===== src/sv/ngh_pkg.sv =====
// ngh_pkg: shared types and constants of the noise gate
// used by the controller, the datapath and the top level
package ngh_pkg;

	localparam int ENV_W      = 23;
	localparam int GAIN_W     = 17;
	localparam int COEFF_W    = 16;
	localparam int HLEN_CFG_W = 18;
	localparam int CFG_IDX_W  = 3;
	localparam int CFG_DATA_W = 23;

	localparam logic [GAIN_W-1:0] UNITY_GAIN = 17'h10000;

	localparam logic [ENV_W-1:0]      OPEN_TH_RST  = 23'd21000;
	localparam logic [ENV_W-1:0]      CLOSE_TH_RST = 23'd10500;
	localparam logic [GAIN_W-1:0]     FLOOR_RST    = 17'd66;
	localparam logic [COEFF_W-1:0]    ATTACK_RST   = 16'd65044;
	localparam logic [COEFF_W-1:0]    RELEASE_RST  = 16'd65531;
	localparam logic [HLEN_CFG_W-1:0] HLEN_RST     = 18'd2880;

	localparam logic [CFG_IDX_W-1:0] REG_OPEN_TH  = 3'd0;
	localparam logic [CFG_IDX_W-1:0] REG_CLOSE_TH = 3'd1;
	localparam logic [CFG_IDX_W-1:0] REG_FLOOR    = 3'd2;
	localparam logic [CFG_IDX_W-1:0] REG_ATTACK   = 3'd3;
	localparam logic [CFG_IDX_W-1:0] REG_RELEASE  = 3'd4;
	localparam logic [CFG_IDX_W-1:0] REG_HOLD     = 3'd5;

	typedef struct packed {
		logic capture;
		logic mul_gain;
		logic load_prod;
		logic load_gain;
		logic load_out;
	} ngh_cmd_t;

endpackage


===== src/sv/ngh_in_if.sv =====
// ngh_in_if: input channel of the noise gate, sample and envelope
// depends on ngh_pkg for the envelope width
interface ngh_in_if
	import ngh_pkg::*;
#(
	parameter int SAMPLE_BITS = 24
);
	logic                          valid;
	logic                          ready;
	logic signed [SAMPLE_BITS-1:0] sample;
	logic [ENV_W-1:0]              envelope;

	modport source (output valid, output sample, output envelope, input ready);
	modport sink (input valid, input sample, input envelope, output ready);
endinterface


===== src/sv/ngh_out_if.sv =====
// ngh_out_if: result channel of the noise gate
// depends on ngh_pkg for the gain width
interface ngh_out_if
	import ngh_pkg::*;
#(
	parameter int SAMPLE_BITS = 24
);
	logic                          valid;
	logic                          ready;
	logic signed [SAMPLE_BITS-1:0] gated_sample;
	logic                          gate_open;
	logic [GAIN_W-1:0]             current_gain;

	modport source (output valid, output gated_sample, output gate_open, output current_gain,
		input ready);
	modport sink (input valid, input gated_sample, input gate_open, input current_gain,
		output ready);
endinterface


===== src/sv/ngh_ctrl.sv =====
// ngh_ctrl: sequencer of the noise gate, one item at a time
// drives the datapath commands and the channel handshakes; uses ngh_pkg
module ngh_ctrl
	import ngh_pkg::*;
(
	input  logic     clk,
	input  logic     arst_n,
	input  logic     in_valid,
	output logic     in_ready,
	output logic     out_valid,
	input  logic     out_ready,
	output ngh_cmd_t cmd
);
	typedef enum logic [1:0] {
		ST_IDLE,
		ST_MULG,
		ST_GAIN,
		ST_MULS
	} state_t;

	state_t state_q;
	logic   out_valid_q;
	logic   out_free;

	assign in_ready  = (state_q == ST_IDLE);
	assign out_valid = out_valid_q;
	assign out_free  = !out_valid_q || out_ready;

	assign cmd.capture   = in_valid && in_ready;
	assign cmd.mul_gain  = (state_q == ST_MULG);
	assign cmd.load_prod = (state_q == ST_MULG);
	assign cmd.load_gain = (state_q == ST_GAIN);
	assign cmd.load_out  = (state_q == ST_MULS) && out_free;

	always_ff @(posedge clk or negedge arst_n) begin
		if (!arst_n) begin
			state_q     <= ST_IDLE;
			out_valid_q <= 1'b0;
		end else begin
			if (cmd.load_out)
				out_valid_q <= 1'b1;
			else if (out_valid_q && out_ready)
				out_valid_q <= 1'b0;
			case (state_q)
				ST_IDLE: begin
					if (in_valid)
						state_q <= ST_MULG;
				end
				ST_MULG: state_q <= ST_GAIN;
				ST_GAIN: state_q <= ST_MULS;
				ST_MULS: begin
					if (out_free)
						state_q <= ST_IDLE;
				end
				default: state_q <= ST_IDLE;
			endcase
		end
	end
endmodule


===== src/sv/ngh_dp.sv =====
// ngh_dp: datapath of the noise gate: registers, gate state, gain smoothing
// one shared multiplier for the smoothing step and the output scaling; uses ngh_pkg
module ngh_dp
	import ngh_pkg::*;
#(
	parameter int SAMPLE_BITS = 24,
	parameter int HOLD_BITS   = 18
) (
	input  logic                          clk,
	input  logic                          arst_n,
	input  logic                          cfg_we,
	input  logic [CFG_IDX_W-1:0]          cfg_index,
	input  logic [CFG_DATA_W-1:0]         cfg_data,
	input  ngh_cmd_t                      cmd,
	input  logic signed [SAMPLE_BITS-1:0] in_sample,
	input  logic [ENV_W-1:0]              in_envelope,
	output logic signed [SAMPLE_BITS-1:0] out_sample,
	output logic                          out_open,
	output logic [GAIN_W-1:0]             out_gain
);
	localparam int AW = (SAMPLE_BITS > 18) ? SAMPLE_BITS : 18;
	localparam int PW = AW + 18;
	localparam logic signed [PW-1:0] ROUND_UP = PW'(65535);

	// configuration
	logic [ENV_W-1:0]     open_th_q;
	logic [ENV_W-1:0]     close_th_q;
	logic [GAIN_W-1:0]    floor_q;
	logic [COEFF_W-1:0]   attack_q;
	logic [COEFF_W-1:0]   release_q;
	logic [HOLD_BITS-1:0] hold_len_q;

	// gate state
	logic                 open_q;
	logic [HOLD_BITS-1:0] hold_q;
	logic [GAIN_W-1:0]    gain_q;

	// per item work registers
	logic signed [SAMPLE_BITS-1:0] sample_q;
	logic signed [17:0]            diff_q;
	logic [COEFF_W-1:0]            coeff_q;
	logic [GAIN_W-1:0]             target_q;
	logic                          rising_q;
	logic signed [PW-1:0]          prod_q;
	logic signed [SAMPLE_BITS-1:0] out_sample_q;
	logic                          out_open_q;
	logic [GAIN_W-1:0]             out_gain_q;

	logic                 open_d;
	logic [HOLD_BITS-1:0] hold_d;
	logic [GAIN_W-1:0]    floor_sat;
	logic [GAIN_W-1:0]    target_d;
	logic signed [17:0]   diff_d;
	logic                 rising_d;

	logic signed [AW-1:0] mul_a;
	logic signed [17:0]   mul_b;
	logic signed [PW-1:0] mul_p;
	logic signed [PW-1:0] prod_adj;
	logic signed [PW-1:0] prod_sh;
	logic signed [18:0]   gain_sum;

	// gate decision with hysteresis and hold
	always_comb begin
		open_d = open_q;
		hold_d = hold_q;
		if (!open_q) begin
			if (in_envelope > open_th_q) begin
				open_d = 1'b1;
				hold_d = hold_len_q;
			end
		end else if (in_envelope < close_th_q) begin
			if (hold_q != '0)
				hold_d = hold_q - HOLD_BITS'(1);
			else
				open_d = 1'b0;
		end else begin
			hold_d = hold_len_q;
		end
	end

	assign floor_sat = (floor_q > UNITY_GAIN) ? UNITY_GAIN : floor_q;
	assign target_d  = open_d ? UNITY_GAIN : floor_sat;
	assign rising_d  = target_d > gain_q;
	assign diff_d    = $signed({1'b0, gain_q}) - $signed({1'b0, target_d});

	// shared multiplier
	assign mul_a = cmd.mul_gain ? AW'(diff_q) : AW'(sample_q);
	assign mul_b = cmd.mul_gain ? $signed({2'b00, coeff_q}) : $signed({1'b0, gain_q});
	assign mul_p = PW'(mul_a) * PW'(mul_b);

	// ceil when rising, floor otherwise
	assign prod_adj = rising_q ? (prod_q + ROUND_UP) : prod_q;
	assign prod_sh  = prod_adj >>> 16;
	assign gain_sum = $signed({2'b00, target_q}) + prod_sh[18:0];

	always_ff @(posedge clk or negedge arst_n) begin
		if (!arst_n) begin
			open_th_q  <= OPEN_TH_RST;
			close_th_q <= CLOSE_TH_RST;
			floor_q    <= FLOOR_RST;
			attack_q   <= ATTACK_RST;
			release_q  <= RELEASE_RST;
			hold_len_q <= HOLD_BITS'(HLEN_RST);
			open_q     <= 1'b0;
			hold_q     <= '0;
			gain_q     <= UNITY_GAIN;
		end else begin
			if (cfg_we) begin
				case (cfg_index)
					REG_OPEN_TH:  open_th_q  <= cfg_data[ENV_W-1:0];
					REG_CLOSE_TH: close_th_q <= cfg_data[ENV_W-1:0];
					REG_FLOOR:    floor_q    <= cfg_data[GAIN_W-1:0];
					REG_ATTACK:   attack_q   <= cfg_data[COEFF_W-1:0];
					REG_RELEASE:  release_q  <= cfg_data[COEFF_W-1:0];
					REG_HOLD:     hold_len_q <= HOLD_BITS'(cfg_data[HLEN_CFG_W-1:0]);
					default: ;
				endcase
			end
			if (cmd.capture) begin
				open_q <= open_d;
				hold_q <= hold_d;
			end
			if (cmd.load_gain)
				gain_q <= gain_sum[GAIN_W-1:0];
		end
	end

	always_ff @(posedge clk) begin
		if (cmd.capture) begin
			sample_q <= in_sample;
			diff_q   <= diff_d;
			coeff_q  <= rising_d ? attack_q : release_q;
			target_q <= target_d;
			rising_q <= rising_d;
		end
		if (cmd.load_prod)
			prod_q <= mul_p;
		if (cmd.load_out) begin
			out_sample_q <= mul_p[SAMPLE_BITS+15:16];
			out_open_q   <= open_q;
			out_gain_q   <= gain_q;
		end
	end

	assign out_sample = out_sample_q;
	assign out_open   = out_open_q;
	assign out_gain   = out_gain_q;
endmodule


===== src/sv/noise_gate_hold_hysteresis_unit.sv =====
// noise_gate_hold_hysteresis_unit: audio noise gate with hold and hysteresis
// depends on ngh_pkg, ngh_in_if, ngh_out_if, ngh_ctrl and ngh_dp
//
// in_ch carries a signed sample and its envelope; out_ch carries the gated
// sample, the gate state after the sample and the smoothed gain. Both use
// valid/ready; a transfer happens at a clock edge with both high.
// cfg_we/cfg_index/cfg_data write one register per edge: 0 open threshold,
// 1 close threshold, 2 floor gain, 3 attack, 4 release, 5 hold length.
// Write only while no item is in flight.
// One item at a time: after an input transfer the block runs the gate
// decision, the smoothing multiply, the gain update and the output multiply
// on one shared multiplier, stepping through the multiply, gain and output
// states, and takes no new input until the result is in the output register.
// The result sits in an output register; if the receiver stalls, the next
// item runs up to its output multiply and waits there until the register
// frees, holding in_ch.ready low meanwhile.
// Reset loads the register defaults, closes the gate, clears the hold
// counter and sets the gain to unity.
module noise_gate_hold_hysteresis_unit
	import ngh_pkg::*;
#(
	parameter int SAMPLE_BITS = 24,
	parameter int HOLD_BITS   = 18
) (
	input  logic                  clk,
	input  logic                  arst_n,
	input  logic                  cfg_we,
	input  logic [CFG_IDX_W-1:0]  cfg_index,
	input  logic [CFG_DATA_W-1:0] cfg_data,
	ngh_in_if.sink                in_ch,
	ngh_out_if.source             out_ch
);
	ngh_cmd_t cmd;

	ngh_ctrl u_ctrl (
		.clk       (clk),
		.arst_n    (arst_n),
		.in_valid  (in_ch.valid),
		.in_ready  (in_ch.ready),
		.out_valid (out_ch.valid),
		.out_ready (out_ch.ready),
		.cmd       (cmd)
	);

	ngh_dp #(
		.SAMPLE_BITS (SAMPLE_BITS),
		.HOLD_BITS   (HOLD_BITS)
	) u_dp (
		.clk         (clk),
		.arst_n      (arst_n),
		.cfg_we      (cfg_we),
		.cfg_index   (cfg_index),
		.cfg_data    (cfg_data),
		.cmd         (cmd),
		.in_sample   (in_ch.sample),
		.in_envelope (in_ch.envelope),
		.out_sample  (out_ch.gated_sample),
		.out_open    (out_ch.gate_open),
		.out_gain    (out_ch.current_gain)
	);

`ifndef SYNTHESIS
	a_gain_bound: assert property (@(posedge clk) disable iff (!arst_n)
		out_ch.valid |-> (out_ch.current_gain <= UNITY_GAIN))
		else $error("gain above unity");

	a_busy_after_accept: assert property (@(posedge clk) disable iff (!arst_n)
		(in_ch.valid && in_ch.ready) |=> !in_ch.ready)
		else $error("input taken while item in flight");

	a_zero_gain_mutes: assert property (@(posedge clk) disable iff (!arst_n)
		(out_ch.valid && (out_ch.current_gain == '0)) |-> (out_ch.gated_sample == '0))
		else $error("nonzero output at zero gain");
`endif
endmodule


===== src/flat_wrapper.sv =====
// flat-port wrapper written by rule: the top's interface ports become plain ports
module noise_gate_hold_hysteresis_unit_flat import ngh_pkg::*;
#(
	parameter int SAMPLE_BITS = 24,
	parameter int HOLD_BITS   = 18
)
  (clk, arst_n, cfg_we, cfg_index, cfg_data, in_ch_valid, in_ch_sample, in_ch_envelope, in_ch_ready, out_ch_valid, out_ch_gated_sample, out_ch_gate_open, out_ch_current_gain, out_ch_ready);
  ngh_in_if #(.SAMPLE_BITS(SAMPLE_BITS)) in_ch_i ();
  ngh_out_if #(.SAMPLE_BITS(SAMPLE_BITS)) out_ch_i ();
  input  logic clk;
  input  logic arst_n;
  input  logic cfg_we;
  input  logic [CFG_IDX_W-1:0] cfg_index;
  input  logic [CFG_DATA_W-1:0] cfg_data;
  input wire logic [$bits(in_ch_i.valid)-1:0] in_ch_valid;
  input wire logic [$bits(in_ch_i.sample)-1:0] in_ch_sample;
  input wire logic [$bits(in_ch_i.envelope)-1:0] in_ch_envelope;
  output wire logic [$bits(in_ch_i.ready)-1:0] in_ch_ready;
  output wire logic [$bits(out_ch_i.valid)-1:0] out_ch_valid;
  output wire logic [$bits(out_ch_i.gated_sample)-1:0] out_ch_gated_sample;
  output wire logic [$bits(out_ch_i.gate_open)-1:0] out_ch_gate_open;
  output wire logic [$bits(out_ch_i.current_gain)-1:0] out_ch_current_gain;
  input wire logic [$bits(out_ch_i.ready)-1:0] out_ch_ready;
  assign in_ch_i.valid = in_ch_valid;
  assign in_ch_i.sample = in_ch_sample;
  assign in_ch_i.envelope = in_ch_envelope;
  assign in_ch_ready = in_ch_i.ready;
  assign out_ch_valid = out_ch_i.valid;
  assign out_ch_gated_sample = out_ch_i.gated_sample;
  assign out_ch_gate_open = out_ch_i.gate_open;
  assign out_ch_current_gain = out_ch_i.current_gain;
  assign out_ch_i.ready = out_ch_ready;
  noise_gate_hold_hysteresis_unit #(.SAMPLE_BITS(SAMPLE_BITS), .HOLD_BITS(HOLD_BITS)) u_core (.clk(clk), .arst_n(arst_n), .cfg_we(cfg_we), .cfg_index(cfg_index), .cfg_data(cfg_data), .in_ch(in_ch_i), .out_ch(out_ch_i));
endmodule

===== config.mk =====
export PLATFORM = sky130hd
export DESIGN_NAME = noise_gate_hold_hysteresis_unit_flat
export DESIGN_NICKNAME = d
export VERILOG_FILES = /design/src/sv/ngh_pkg.sv /design/src/sv/ngh_in_if.sv /design/src/sv/ngh_out_if.sv /design/src/sv/ngh_ctrl.sv /design/src/sv/ngh_dp.sv /design/src/sv/noise_gate_hold_hysteresis_unit.sv /design/src/flat_wrapper.sv
export SDC_FILE = /design/constraint.sdc
export NUM_CORES = 2
export LEC_CHECK = 0
export ABC_AREA = 1
export BUFFER_PORTS_ARGS = -buffer_cell sky130_fd_sc_hd__buf_2
export CORE_ASPECT_RATIO = 0.75
export CORE_MARGIN = 3
export CORE_UTILIZATION = 65
export CTS_CLUSTER_DIAMETER = 40
export DETAILED_ROUTE_END_ITERATION = 10
export PLACE_DENSITY = 0.9
export SLEW_MARGIN = 20
export SYNTH_ARGS = -nofsm -noshare
export SYNTH_HDL_FRONTEND = slang
export SYNTH_SLANG_ARGS = --single-unit

===== constraint.sdc =====
create_clock -name clk -period 21.3 [get_ports clk]
set_clock_uncertainty 0.05 [all_clocks]
set_input_delay 3.195 -clock clk [delete_from_list [all_inputs] [get_ports clk]]
set_output_delay 3.195 -clock clk [all_outputs]
set_load 0.03 [all_outputs]

Yosys cells after proc, flatten, opt, wreduce, memory -nomap -nowiden
Index checks and enable logic that the tools add are counted.
{ "totals": {"output_inout_bits": 44, "ff_bits": 303, "in_bits": 78, "wordCells": 77} }
{ "op_classes": {"muxes": 19, "n_addsub": 4, "n_reduce_logical": 18, "multipliers": 1, "eq_ne": 11, "order_cmp": 4} }
{ "op_table": {"columns": ["cell", "count"], "rows": [
  ["18-bit two-way mux", 4],
  ["17-bit two-way mux", 3],
  ["24-bit by 18-bit multiplier with 40-bit output", 1],
  ["33-bit by 17-bit adder with 33-bit output (second input constant)", 1],
  ["33-bit two-way mux", 1],
  ["24-bit two-way mux", 1],
  ["23-bit > comparator", 1],
  ["23-bit less-than comparator", 1],
  ["18-bit nonzero test", 1],
  ["17-bit by 17-bit subtractor with 18-bit output", 1],
  ["18-bit by 1-bit subtractor with 18-bit output (second input constant)", 1],
  ["17-bit adder", 1],
  ["17-bit > comparator", 1],
  ["17-bit > comparator (second input constant)", 1],
  ["16-bit two-way mux", 1],
  ["2-bit AND reduction", 7],
  ["2-bit case mux with 4 select lines", 1],
  ["3-bit by 2-bit equality test with 1-bit output (second input constant)", 2],
  ["3-bit equality test (second input constant)", 2],
  ["1-bit two-way mux", 6],
  ["2-bit equality test (second input constant)", 2],
  ["2-bit two-way mux", 2],
  ["2-bit != test (second input constant)", 2],
  ["2-bit nonzero test", 2],
  ["9 further kinds", 11]
]} }

Depth between registers and ports, before layout
{ "depth": {"ltp_word": 7, "depth_mapped": 33, "ltp_nobuf": 31} }

By module
Synthesis repeated with hierarchy kept, for this count alone.
{ "hier_totals": {"hier_cells": 3525, "hier_area_um2": 30217.7} }
{ "by_module_without_submodules": {"columns": ["module", "instances", "area_per_inst_um2", "cells_each", "seq_area_each_um2"], "rows": [
  ["ngh_dp", 1, 29965.0, 3493, 8311.7],
  ["ngh_ctrl", 1, 252.7, 32, 75.1]
]} }

Worst setup path after synthesis
No wires, ideal clock.
{ "synth_path": {"kind": "flip-flop to flip-flop", "startpoint": "register u_core.u_ctrl.state_q[1]", "endpoint": "register u_core.u_dp.out_sample_q[19], in the netlist u_core.u_dp.out_sample[19], data pin", "setup_ns": 0.252, "n_path_buf": 1, "setup_slack_ns": 13.783, "synth_period_minus_slack_ns": 7.517, "arrival_ns": 7.215, "path_stages_with_launch": 26, "required_ns": 20.998, "path_cell_list": "dfrtp_1 inv_1 ha_1 buf_2 nand2_1 o21ai_2 inv_1 nor2_1 inv_1 fa_1 inv_1 fa_1 inv_1 fa_1 fa_1 fa_1 fa_1 inv_1 ha_1 a21oi_1 o21ai_0 o21bai_1 a31oi_1 nand2_1 nand2_1 nand2_1"} }
{ "synth_via": {"elab_chain_len": 3, "elab_cells_between_ends": 4, "classes_between": "mul (1); eq/ne (1); mux (2)"} }
{ "synth_lines": {"columns": ["item", "line_no", "text"], "rows": [
  ["start: declaration", "ngh_ctrl.sv:21", "state_t state_q;"],
  ["start signal: assignment", "ngh_ctrl.sv:37", "state_q <= ST_IDLE;"],
  ["start signal: assignment", "ngh_ctrl.sv:47", "state_q <= ST_MULG;"],
  ["start signal: assignment", "ngh_ctrl.sv:49", "ST_MULG: state_q <= ST_GAIN;"],
  ["2-bit by 1-bit equality test with 1-bit output (*)", "ngh_ctrl.sv:30", "assign cmd.mul_gain = (state_q == ST_MULG);"],
  ["24-bit two-way mux or 17-bit two-way mux (tied branches)", "ngh_dp.sv:88, ngh_dp.sv:89", null],
  ["24-bit by 18-bit multiplier with 40-bit output (*)", "ngh_dp.sv:90", "assign mul_p = PW'(mul_a) * PW'(mul_b);"],
  ["named net u_core.u_dp.mul_p[35]", "ngh_dp.sv:58", "logic signed [PW-1:0] mul_p;"],
  ["end signal: assignment", "ngh_dp.sv:140", "out_sample_q <= mul_p[SAMPLE_BITS+15:16];"],
  ["end: declaration", "ngh_dp.sv:45", "logic signed [SAMPLE_BITS-1:0] out_sample_q;"]
]} }
Mark *: on every way through the listed nets, which the timed path passes. The rest lies on a longest branch.
A chain may end at the register's enable or synchronous reset.

Worst setup path in the final report
{ "layout_path": {"startpoint": "register u_core.u_ctrl.state_q[1]", "endpoint": "register u_core.u_dp.out_sample_q[17], in the netlist u_core.u_dp.out_sample[17], data pin"} }
The elaborated chain is that of the path after synthesis.

==> metrics.md <==
| Metric | Value |
|---|---|
| Status | finished clean |
| Initial core utilization | 66.1% |
| Final WL | 87600 um |
| Synthesis-to-layout area growth | 8.44% |
| Total setup buffers inserted after CTS | 0 |
| Clock sink count | 303 |
| Post-synth cell types | 47 |
| Critical Path Max Stage Delay | 810 ps |
| # setup viols final | 0 |
| Crit path kind | reg2reg |
| Die W | 253 um |
| Synth Warn # | 0 |
| Fmax | 109 MHz |
| Worst-Margin Slew | 1070 ps |
| Post-synth ARST share | 50.2% |
| I/O Buffers | around 120 |
| Post-CTS Hold Buffers | 0 |
| Startpoint types | register |
| Core area | 44900 um^2 |
| Max Cap Viol | 0 |
| Clk buf depth | 3 |
| Die area | slightly below 50000 um^2 |
| Cell Area, Synth | 29700 um^2 |
| Worst reg2reg path startpoint | u_core.u_ctrl.state_q[1] |
| Layout cells sized above 1 | 7.68% |
| Detailed placement HPWL | 69000 um |
| Vias in the first global route | 25300 |
| Post-Syn Instances | about 3500 |
| Post-synth EDFFs | 151 |
| First DRT Iteration DRCs | between 3000 and 4000 |
| GRT Total Usage | a little under two fifths |
| Unrepaired setup endpoints after global routing | no |
| Slew headroom | 28.6% |
| Largest net degree at the start of global routing | just under 80 |
| Post-CTS sizing | 0 |
| Critical path origin | u_core.u_ctrl.state_q[1] |
| H-tree Lvls | 2 |
| Number of primary I/O pins | 122 |
| Worst-Skew Late Latency | just under 600 ps |
| DRC viols | 0 |
| Number of antenna violations at the first check in global routing | 2 |
| Hold Path Class | reg2reg |
| Nets@finish | 4252 |
| Commonest non-fill, non-tap cell in the layout | nand2_1 |
| Most frequent cells in the layout | nand2_1 (824), inv_1 (751), fa_1 (391) |
| Clk slew on worst S/H paths | 70 ps |
| Data arrival, critical path | approximately 9400 ps |
| First-pass GRT wire length | approximately 140000 um |
| Ys flop type | edfxtp_1 |
| Worst R2R Path Depth | 25 |
| RD Place Congestion | 1.03 |
| Seq cells post-synth | 303 |
| Final Hold Vio Count | 0 |
| CTS tree | done |
| R2R Setup Slk | 12140 ps |
| Gr ovfl total | 0 |
| Pins over their slew limit | 0 |
| Setup crit end | u_core.u_dp.out_sample[17] |
| Drt wl/cell | around 21 um |
| Root buf cell | clkbuf_16 |
| WP data required | about 22000 ps |
| Syn_nets | 4155 |
| Routed vias | 24800 |
| Drt pass-1 iters | 8 |
| Sequential area share after synthesis | 28.2% |
| Minimum clock period | 9160 ps |
| Period utilization | between 40 and 50% |
| Crit-path max FO | 34 |
| R2r endpoint | u_core.u_dp.out_sample[17] |
| CTS Buf Count | 39 |
| Slowest stage cell, crit path | fa_1 |
| Synth Area per Inst | ~8.5 um^2 |
| Crit end category | register |
| Antenna Violating Nets Remaining | 0 |
| Die Height | 191 um |
| CP dominant cell by count | inv_1 |
| Row cnt | 67 |
| Vias/cell | between 5 and 6 |
| Hold Crit Start | u_core.u_dp.attack_q[8] |
| Setup tns final | 0 ps |
## final cells by class
type                            instances  area [um^2]
Tap cell                              586          733
Fill cell                            3278        12700
Clock buffer                           49         1080
Inverter                              762         2860
Clock inverter                         23          254
Sequential cell                       303         8390
Multi-Input combinational cell       2355        18200
Antenna cell                            1         2.50
Timing Repair Buffer                  140          754
## cell usage after synthesis, types with 6 or more instances
| cell | instances | area share, % |
|---|---|---|
| nand2_1 | 825 | 10 |
| inv_1 | 752 | 9.5 |
| fa_1 | 391 | 26 |
| nor2_1 | 363 | 4.6 |
| o21ai_0 | 192 | 3.2 |
| ha_1 | 182 | 7.7 |
| edfxtp_1 | 151 | 15 |
| dfrtp_1 | 113 | 9.5 |
| a21oi_1 | 98 | 1.7 |
| nand3_1 | 82 | 1.4 |
| clkbuf_1 | 68 | 0.86 |
| xor2_1 | 51 | 1.5 |
| dfstp_2 | 39 | 3.4 |
| xnor2_1 | 30 | 0.88 |
| nand4_1 | 23 | 0.48 |
| a21o_1 | 20 | 0.51 |
| nor3_1 | 16 | 0.27 |
| a31oi_1 | 10 | 0.21 |
| o21bai_1 | 10 | 0.25 |
| buf_2 | 9 | 0.15 |
| clkinv_1 | 9 | 0.11 |
| nor4_1 | 9 | 0.19 |
| o21a_1 | 6 | 0.15 |
## worst min-delay path by stage
| stage | to | slack [ps] | cells past startpoint |
|---|---|---|---|
| floorplan | u_core.u_dp.out_gain[0] | 400 | 0 |
| global placement | u_core.u_dp.attack_q[7] | 420 | 2 |
| detailed placement | u_core.u_dp.close_th_q[5] | 420 | 2 |
| CTS | u_core.u_dp.close_th_q[5] | 440 | 2 |
| global route | u_core.u_dp.close_th_q[3] | 450 | 2 |
| finish | u_core.u_dp.attack_q[8] | 430 | 2 |
## layer usage
metal  up-vias  global-route usage, %  wire length [um]
li1      10900                      -                 -
met1     11900                   52.0             34100
met2      1700                   53.8             35800
met3       346                   15.5             13600
met4         2                   14.0              4060
met5         -                      0                13
## worst max-delay path: cells and delay by family (launching register included)
| kind | cells | cell delay [ps] |
|---|---|---|
| simple gates | 6 | 1060 |
| buf+inv | 8 | 1720 |
| flops | 1 | 400 |
| fa+ha+maj | 8 | 4770 |
| compound gates | 2 | 680 |
| xor+xnor | 1 | 150 |
## state kept, by name (all words and copies together), names as in the netlist, 18 cells and up
signal,cells
u_core.u_dp.prod_q,33
u_core.u_dp.out_sample,24
u_core.u_dp.sample_q,24
u_core.u_dp.close_th_q,23
u_core.u_dp.open_th_q,23
u_core.u_dp.diff_q,18
u_core.u_dp.hold_len_q,18
u_core.u_dp.hold_q,18
## cells by family (layout without fill, tap and decap cells)
logic type / after synthesis / in the layout / share of synthesized area, %
compound gates: 361 / 361 / 6.62
xor+xnor: 81 / 81 / 2.39
fa+ha+maj: 573 / 573 / 34.0
buf+inv: 846 / 974 / 10.8
flops: 303 / 303 / 28.2
other cells: 0 / 1 / 0
simple gates: 1340 / 1340 / 17.9
## through the flow
| step | hold slack [ps] | cell area, um^2 | instances | utilization [%] | setup WS [ps] |
|---|---|---|---|---|---|
| floorplan | 399 | 29700 | 3504 | - | 13780 |
| global placement | 416 | 30900 | 4146 | 68.7 | 12480 |
| detailed placement | 423 | 30900 | 4146 | 68.7 | 12450 |
| CTS | 437 | 32200 | 4218 | 71.7 | 12320 |
| global route | 451 | 32200 | 4218 | 71.7 | 11670 |
| finish | 433 | 32200 | 4219 | 71.7 | 12140 |
Power is not shown: default switching activity piles up to over one toggle a cycle in this logic, so the estimate is an artifact.
